### src/rtl/core/sv39ptw_pkg.sv
// ============================================================================
// sv39ptw_pkg
// Shared types and constants for the Sv39 page-table walker: field widths,
// opcodes, status codes and the controller/datapath command structs.
// ============================================================================
package sv39ptw_pkg;

   // field widths
   localparam int OPCODE_W = 1;
   localparam int ROOT_W   = 4;
   localparam int WIDX_W   = 13;
   localparam int PTE_W    = 64;
   localparam int VA_W     = 39;
   localparam int PA_W     = 56;
   localparam int STATUS_W = 3;

   // Sv39 layout
   localparam int IDX_W        = 9;
   localparam int PAGE_ENTRIES = 512;
   localparam int PPN_W        = 44;
   localparam int PPN_LSB      = 10;
   localparam int PAGE_SHIFT   = 12;
   localparam int PTE_V_BIT    = 0;
   localparam int PTE_U_BIT    = 4;

   // addresses at or above 2**VA_LIMIT_BITS are rejected
   localparam int VA_LIMIT_BITS = 38;

   localparam int TABLE_PAGES_DEF = 16;

   localparam logic [OPCODE_W-1:0] OP_WRITE     = 1'b0;
   localparam logic [OPCODE_W-1:0] OP_TRANSLATE = 1'b1;

   localparam logic [STATUS_W-1:0] STAT_OK       = 3'd0;
   localparam logic [STATUS_W-1:0] STAT_RANGE    = 3'd1;
   localparam logic [STATUS_W-1:0] STAT_UNMAPPED = 3'd2;
   localparam logic [STATUS_W-1:0] STAT_NOT_USER = 3'd3;
   localparam logic [STATUS_W-1:0] STAT_OUTSIDE  = 3'd4;

   // which step of an item the datapath is evaluating
   typedef enum logic [1:0] {
      PH_REQ,
      PH_L2,
      PH_L1,
      PH_L0
   } phase_type;

   typedef enum logic [2:0] {
      S_CLEAR,
      S_IDLE,
      S_L2,
      S_L1,
      S_L0
   } ctrl_state_type;

   typedef struct packed {
      logic      accept;    // input word taken this cycle
      logic      rd_en;     // issue a table read
      logic      clr_en;    // clear one store entry
      logic      out_load;  // load the result register
      phase_type phase;
   } dp_cmd_type;

   typedef struct packed {
      logic done;      // current step ends the item
      logic clr_last;  // clear pass at its last entry
   } dp_stat_type;

endpackage

### src/rtl/core/sv39ptw_ctrl.sv
// ============================================================================
// sv39ptw_ctrl
// Controller: clear pass after reset, walk sequencing over three levels,
// input stall and result valid.
// ============================================================================
module sv39ptw_ctrl
   import sv39ptw_pkg::*;
(
   input  logic        clock,
   input  logic        reset,
   input  logic        req_valid,
   output logic        req_stall,
   output logic        rsp_valid,
   input  logic        rsp_stall,
   output dp_cmd_type  cmd,
   input  dp_stat_type st
);

   ctrl_state_type state_ff, state_in;
   logic           rsp_valid_ff, rsp_valid_in;
   logic           out_free;

   // result slot can take a new word this cycle
   assign out_free = !rsp_valid_ff || !rsp_stall;

   always_ff @(posedge clock) begin
      if (reset) begin
         state_ff     <= S_CLEAR;
         rsp_valid_ff <= 1'b0;
      end else begin
         state_ff     <= state_in;
         rsp_valid_ff <= rsp_valid_in;
      end
   end

   always_comb begin
      state_in     = state_ff;
      req_stall    = 1'b1;
      cmd.accept   = 1'b0;
      cmd.rd_en    = 1'b0;
      cmd.clr_en   = 1'b0;
      cmd.out_load = 1'b0;
      cmd.phase    = PH_REQ;

      unique case (state_ff)
         S_CLEAR: begin
            cmd.clr_en = 1'b1;
            if (st.clr_last) begin
               state_in = S_IDLE;
            end
         end
         S_IDLE: begin
            req_stall = !out_free;
            if (req_valid && out_free) begin
               cmd.accept = 1'b1;
               if (st.done) begin
                  cmd.out_load = 1'b1;
               end else begin
                  cmd.rd_en = 1'b1;
                  state_in  = S_L2;
               end
            end
         end
         S_L2, S_L1: begin
            cmd.phase = (state_ff == S_L2) ? PH_L2 : PH_L1;
            if (st.done) begin
               if (out_free) begin
                  cmd.out_load = 1'b1;
                  state_in     = S_IDLE;
               end
            end else begin
               cmd.rd_en = 1'b1;
               state_in  = (state_ff == S_L2) ? S_L1 : S_L0;
            end
         end
         S_L0: begin
            cmd.phase = PH_L0;
            if (out_free) begin
               cmd.out_load = 1'b1;
               state_in     = S_IDLE;
            end
         end
         default: state_in = S_IDLE;
      endcase

      rsp_valid_in = cmd.out_load || (rsp_valid_ff && rsp_stall);
   end

   assign rsp_valid = rsp_valid_ff;

   a_busy_stalls: assert property (@(posedge clock) disable iff (reset)
      (state_ff != S_IDLE) |-> req_stall)
      else $error("input taken while a walk or clear is in progress");

   a_load_into_free_slot: assert property (@(posedge clock) disable iff (reset)
      cmd.out_load |-> (!rsp_valid_ff || !rsp_stall))
      else $error("result overwrote a word not yet taken");

   a_valid_from_load: assert property (@(posedge clock) disable iff (reset)
      $rose(rsp_valid_ff) |-> $past(cmd.out_load))
      else $error("result valid without a result load");

endmodule
### config.mk
export PLATFORM = sky130hd
export DESIGN_NAME = sv39ptw_ctrl
export DESIGN_NICKNAME = d
export VERILOG_FILES = /design/src/rtl/core/sv39ptw_pkg.sv /design/src/rtl/core/sv39ptw_ctrl.sv
export SDC_FILE = /design/constraint.sdc
export NUM_CORES = 1
export LEC_CHECK = 0
export ABC_CLOCK_PERIOD_IN_PS = 1650
export BUFFER_PORTS_ARGS = -buffer_cell sky130_fd_sc_hd__buf_2
export CAP_MARGIN = 20
export CORE_AREA = 2 2 39 41
export DETAILED_ROUTE_END_ITERATION = 16
export DIE_AREA = 0 0 41 43
export SYNTH_ARGS = -nofsm -noshare
export SYNTH_HDL_FRONTEND = slang
export SYNTH_SLANG_ARGS = --single-unit
### constraint.sdc
create_clock -name clock -period 1.65 [get_ports clock]
set_clock_uncertainty 0.15 [all_clocks]
set_input_delay 0.2475 -clock clock [delete_from_list [all_inputs] [get_ports clock]]
set_output_delay 0.2475 -clock clock [all_outputs]
set_load 0.03 [all_outputs]
==> results of run 1 <==
-- area by class of cell --
cell class / instances / share of cell area (%)
Tap cell: 16 / 3.78
Multi-Input combinational cell: 31 / 45.6
Inverter: 2 / 1.42
Clock buffer: 3 / 4.26
Timing Repair Buffer: 22 / 27.4
Sequential cell: 4 / 17.5
-- final timing paths --
check	end	slack [ns]	depth (start not counted)
setup reg to reg	state_ff[0]	0.10	7
hold / removal	state_ff[0]	0.08	2
hold reg to reg	state_ff[1]	0.41	2
setup / recovery	cmd[2]	0.02	5
-- repair_timing --
action / in CTS / in global routing
hold buffers: 0 / 0
resized for setup: 8 / 8
pin swaps: 1 / 4
buffers inserted: 1 / 5
hold endpoints to repair: 0 / 0
setup endpoints to repair: 4 / 4
-- registers in the layout (all words and copies together) (netlist names) --
signal     flops
state_ff       3
rsp_valid      1
-- worst max-delay path: stages, from the launching register on --
cell and delay [ns]:
dfxtp_4 0.35, buf_6 0.12, nor3b_2 0.16, nor2_1 0.09, a21oi_2 0.12, buf_6 0.14
-- metal layers --
metal / up-vias / global-route usage (%)
met3: 4 / 3.14
met1: 182 / 17.1
li1: 191 / -
met5: - / 0
met4: 0 / 8.00
met2: 16 / 15.3
-- through the flow --
| stage | utilization [%] | hold WS [ns] | setup TNS [ns] | std cells | power (mW) |
|---|---|---|---|---|---|
| 2_1_floorplan | - | 0.164 | 0 | 40 | 0.195 |
| 5_1_grt | 38.2 | 0.0725 | -0.0567 | 78 | 0.394 |
| 4_1_cts | 34.1 | 0.0768 | -0.00969 | 73 | 0.362 |
| 3_3_place_gp | 30.3 | 0.330 | 0 | 69 | 0.225 |
| 6_report | 38.2 | 0.0844 | 0 | 78 | 0.369 |
| 3_5_place_dp | 30.3 | 0.332 | 0 | 69 | 0.226 |
-- cells by family after synthesis --
family | count (synthesis) | synth area share (%)
buffers and inverters | 5 | 11.5
AND/OR/NAND/NOR | 19 | 35.9
XOR/XNOR | 1 | 2.67
AO/OA/AOI/OAI | 11 | 25.6
flip-flops | 4 | 24.4
-- power groups by stage --
stage	combinational, mW	clock, mW	sequential (mW)
finish	0.130	0.125	0.115
global route	0.140	0.137	0.117
CTS	0.117	0.128	0.117
detailed placement	0.110	0	0.116
global placement	0.110	0	0.115
floorplan	0.0825	0	0.112
-- cell usage in the layout (no fill, tap or decap), drive strengths merged, types with 2 or more instances in the layout --
cell type   n
dfxtp       4
inv         2
nor2b       2
nand3       3
nor3        2
nand2       2
a21oi       5
buf        22
nor3b       2
a221oi      2
clkbuf      3
nor2        5
==> summary.txt, run 1 <==
Yosys
  – Predominant post-synthesis flop cell: dfxtp_1
  – Syn Area/Cell: between 8 and 9 µm²
  – YS warnings: 0
  – Yosys top cell by area: dfxtp_1
  – Syn Inst Count: 40
  – Unique masters post-synth: 22
  – Post-synth top cells: a21oi_1 (5), nor2_1 (5), dfxtp_1 (4)
  – EDFF count, synth: 0
  – Mapped Area: between 300 and 400 µm²
  – Flops & latches, synth: 4
  – Yosys top cell area share: ~24%
  – Sequential area share after synthesis: roughly a quarter
  – Syn Nets: 46
  – Area contributors post-synth: dfxtp_1 (24%), a221oi_2 (9.2%), a21oi_1 (7.6%)
  – Ys async rst share: 0%

Worst hold path
  – Hold Path Class: in2reg
  – Hold_sp: reset

Route
  – Routed length on met2: approximately 470 µm
  – WL per Instance: 11.9 µm
  – Routed vias/inst: about 5
  – Routed metal-1 wire length: 395 µm
  – Met3 WL: roughly 39 µm
  – Drt first pass iters: 4
  – Antenna Nets Post-Route: 0
  – DRC viols: 0
  – Iteration-0 DRC Markers: 6
  – Highest routed metal layer: met4
  – Final Routed Wirelength: around 930 µm
  – Via Count: slightly below 400

Setup path
  – Critical Path AT: approximately 1.2 ns
  – Crit Path Max Fanout: 5
  – RR Startpoint: state_ff[2]
  – CP Launch Type: flop
  – Worst Setup End Kind: output port
  – CP Class: reg2out
  – Req. time, crit path: around 1.3 ns
  – Crit. Startpoint: state_ff[2]

Run
  – Max-cap violations: 0

Pwr
  – Sw frac: between 30% and 40%
  – PD cells: approximately 700 nW/µm²
  – Leakage: 0.240 nW
  – Sequential Power Share: 31.1%
  – VDD IR max: between 0.3 and 0.4 mV
  – Switching pwr: about 0.13 mW
  – Internal Pwr Total: around 0.24 mW
  – Clock power frac: between 30 and 40%
  – Combinational share of power: approximately a third

Timing
  – Tightest Pin Transition: slightly below 0.2 ns
  – Final setup viols: 0
  – Pins over their slew limit: 0
  – Final Hold Fails: 0
  – Period utilization: between 90% and 100%
  – Tmin final: ~1.6 ns
  – Setup ws final: ~0.021 ns
  – Max Clk Rate: between 600 and 700 MHz
  – RSZ-0062 raised after global routing: true
  – Worst relative slew slack: around 87%

Die
  – IO Count: 14
  – Row count: 14
  – Starting density of the core: 23.7%
  – Die area: 1760 µm²
  – Core area: ~1400 µm²
  – Die height: 43 µm
  – Die width: a little over 40 µm

Placed design
  – Post-DP Area: roughly 420 µm²
  – Dpl ws: just over 0.07 ns
  – DPL Wire Length: between 600 and 700 µm
  – IO buf count: 13
  – Placer Congestion: between 0.8 and 0.9

Global route
  – Initial antenna violation count: 0
  – Grt ovf: 0
  – Total track usage: between 10% and 20%
  – Global-route wire length before repair: between 1000 and 1500 µm
  – Largest net degree at the start of global routing: 9
  – Number of global-route vias before repair: 340

Layout
  – Ant diodes: 0
  – Area taken by multi-input logic gates: around 240 µm²
  – Fill cells: about 140
  – Layout cells sized above 1: about two thirds
  – Area grow syn2layout: 61.5%
  – Layout Nets: 70
  – Sequential Area: 92.6 µm²
  – Cell area after layout: around 530 µm²

Clock network
  – Root buffer cell: clkbuf_4
  – Sink Count: 4
  – Num CTS Buffers: 3
  – Clk buf depth: 2
  – Worst-Skew Late Latency: 0.24 ns
  – Worst-path clk slew: around 0.04 ns
  – CTS tree: built
  – H-tree Lvls: 1

Outcome
  – Status: complete, no violations
Note: power is estimated with default switching activity, not from simulation.
==> run 2, diff against run 1 <==
PLACE_DENSITY = 0.56   (was not set)
==> summary.txt, run 2 (synthesis gave the netlist of run 1 again) <==
Outcome
  – Status: complete, no violations

Global route
  – Met3 Resource Use GR: 4.71% (+1.6 points)
  – Global-route wire length before repair: 1390 µm (-1.0%)
  – Total track usage: 12.0% (-0.088 points)
  – Number of global-route vias before repair: 314 (-7.6%)
  – Grt ovf: 0 (unchanged)
  – GR Layer Usage met2: 15.9% (+0.62 points)
  – Busiest layer in global routing: met2
  – GR Util met1: 15.2% (-1.9 points)
  – Largest net degree at the start of global routing: 10 (+1)
  – Initial antenna violation count: 0 (unchanged)

Timing
  – Tightest Pin Transition: 0.233 ns (+0.0347 ns)
  – Hold WS: 0.0932 ns (+0.00879 ns)
  – Period utilization: 97.6% (-1.1 points)
  – Max Clk Rate: 621 MHz (+1.1%)
  – Final Hold Fails: 0 (unchanged)
  – Final setup viols: 0 (unchanged)
  – Pins over their slew limit: 0 (unchanged)
  – Tmin final: 1.61 ns (-0.0179 ns)
  – RSZ-0062 raised after global routing: true
  – Worst relative slew slack: 84.5% (-2.3 points)

Layout
  – Commonest non-fill, non-tap cell in the layout: buf_2
  – Area taken by multi-input logic gates: 255 µm² (+5.7%)
  – Fill cells: 147 (+3.5%)
  – Most flop-heavy register: state_ff
  – Layout cells sized above 1: 64.4% (-1.7 points)
  – Cell area after layout: 523 µm² (-1.2%)
  – Number of flip-flops under the largest register name: 3 (unchanged)
  – Area grow syn2layout: 59.5%
  – Ant diodes: 0 (unchanged)
  – Sequential Area: 88.8 µm² (-4.1%)
  – Layout Nets: 67 (-4.3%)
  – Most frequent cells in the layout: buf_2 (10), buf_4 (6)

Route
  – WL per Instance: 12.6 µm (+6.1%)
  – Final Routed Wirelength: 946 µm (+2.0%)
  – Antenna Nets Post-Route: 0 (unchanged)
  – Drt first pass iters: 4 (unchanged)
  – Via Count: 375 (-4.6%)
  – DRC viols: 0 (unchanged)
  – Iteration-0 DRC Markers: 13 (+7)
  – Routed vias/inst: 5.00 (-0.76%)

Die
  – Starting density of the core: 23.7% (unchanged)
  – Die width: 41 µm (unchanged)
  – Die area: 1760 µm² (unchanged)
  – Die height: 43 µm (unchanged)
  – IO Count: 14 (unchanged)
  – Row count: 14 (unchanged)
  – Core area: 1380 µm² (unchanged)

Clock network
  – Worst-path clk slew: 0.04 ns (about the same)
  – Sink Count: 4 (unchanged)
  – Clk buf depth: 2 (unchanged)
  – Num CTS Buffers: 3 (unchanged)
  – CTS Hold Bufs: 0 (unchanged)
  – H-tree Lvls: 1 (unchanged)
  – CTS tree: built
  – Worst-Skew Late Latency: 0.24 ns (about the same)
  – Root buffer cell: clkbuf_4

Worst hold path
  – Hold Path Class: in2reg

Placed design
  – Post-DP Area: 419 µm² (unchanged)
  – IO buf count: 13 (unchanged)
  – Placer Congestion: 0.745 (-10%)

Setup path
  – CP Class: reg2out
  – Req. time, crit path: 1.25 ns (about the same)
  – Critical Path AT: 1.21 ns (-0.02 ns)
  – Crit Path Max Fanout: 7 (+2)
  – Worst Setup End Kind: output port
  – CP Launch Type: flop

Pwr
  – Leakage: 0.228 nW (-5.0%)
  – VDD IR max: 0.258 mV (-15%)
  – PD cells: 712 nW/µm² (+2.0%)

Run
  – Max-cap violations: 0 (unchanged)
run 2: changes by cell type in the layout (fill, tap and decap cells not counted), sizes merged:
| cell | before | now |
|---|---|---|
| buf | 22 | 19 |
run 2: metal layers:
metal	vias up	routed length [µm]
li1	183	-
met1	176	436
met2	16	445
met3	0	64
met4	0	0
met5	-	0
run 2: final timing paths:
kind               start           to  slack (ns)  depth (start not counted)
min reg2reg    rsp_valid    rsp_valid        0.45                          2
max          state_ff[2]       cmd[2]        0.04                          5
min                reset  state_ff[1]        0.09                          2
max reg2reg  state_ff[1]  state_ff[0]        0.13                          7
run 2: report_power, final:
| group | switching, mW | internal [mW] | leakage (nW) |
|---|---|---|---|
| Combinational | 0.0814 | 0.0570 | 0.180 |
| Sequential | 0.00880 | 0.103 | 0.0346 |
| Clock | 0.0406 | 0.0814 | 0.0138 |
| Total | 0.131 | 0.241 | 0.228 |
run 2: final cells by class:
cell class	count	share of cell area, %
flip-flops and latches	4	17.0
repair buffers	19	24.6
multi-input cells	31	48.8
well taps	16	3.83
inverters	2	1.44
clock buffers	3	4.31
run 2: per-stage QoR:
| step | power [mW] | TNS, ns | instances | worst slack (ns) | util, % |
|---|---|---|---|---|---|
| 6_report | 0.372 | 0 | 75 | 0.0388 | 37.8 |
| 5_1_grt | 0.397 | -0.0255 | 75 | -0.0255 | 37.8 |
| 4_1_cts | 0.369 | 0 | 73 | 0.00249 | 34.5 |
| 3_5_place_dp | 0.227 | 0 | 69 | 0.112 | 30.3 |
| 3_3_place_gp | 0.227 | 0 | 69 | 0.0953 | 30.3 |
| 2_1_floorplan | 0.195 | 0 | 40 | 0.137 | - |
run 2: critical path, cell delays in order, from the launching register on:
cell and delay, ns:
dfxtp_2 0.32, buf_6 0.14, nor3b_4 0.18, nor2_2 0.07
a21oi_2 0.13, buf_6 0.14
run 2: what timing repair did:
item | in CTS | in global routing
gates cloned | 0 | 0
pin swaps | 2 | 2
setup buffers | 1 | 2
resized for setup | 9 | 10
setup endpoints to repair | 3 | 3
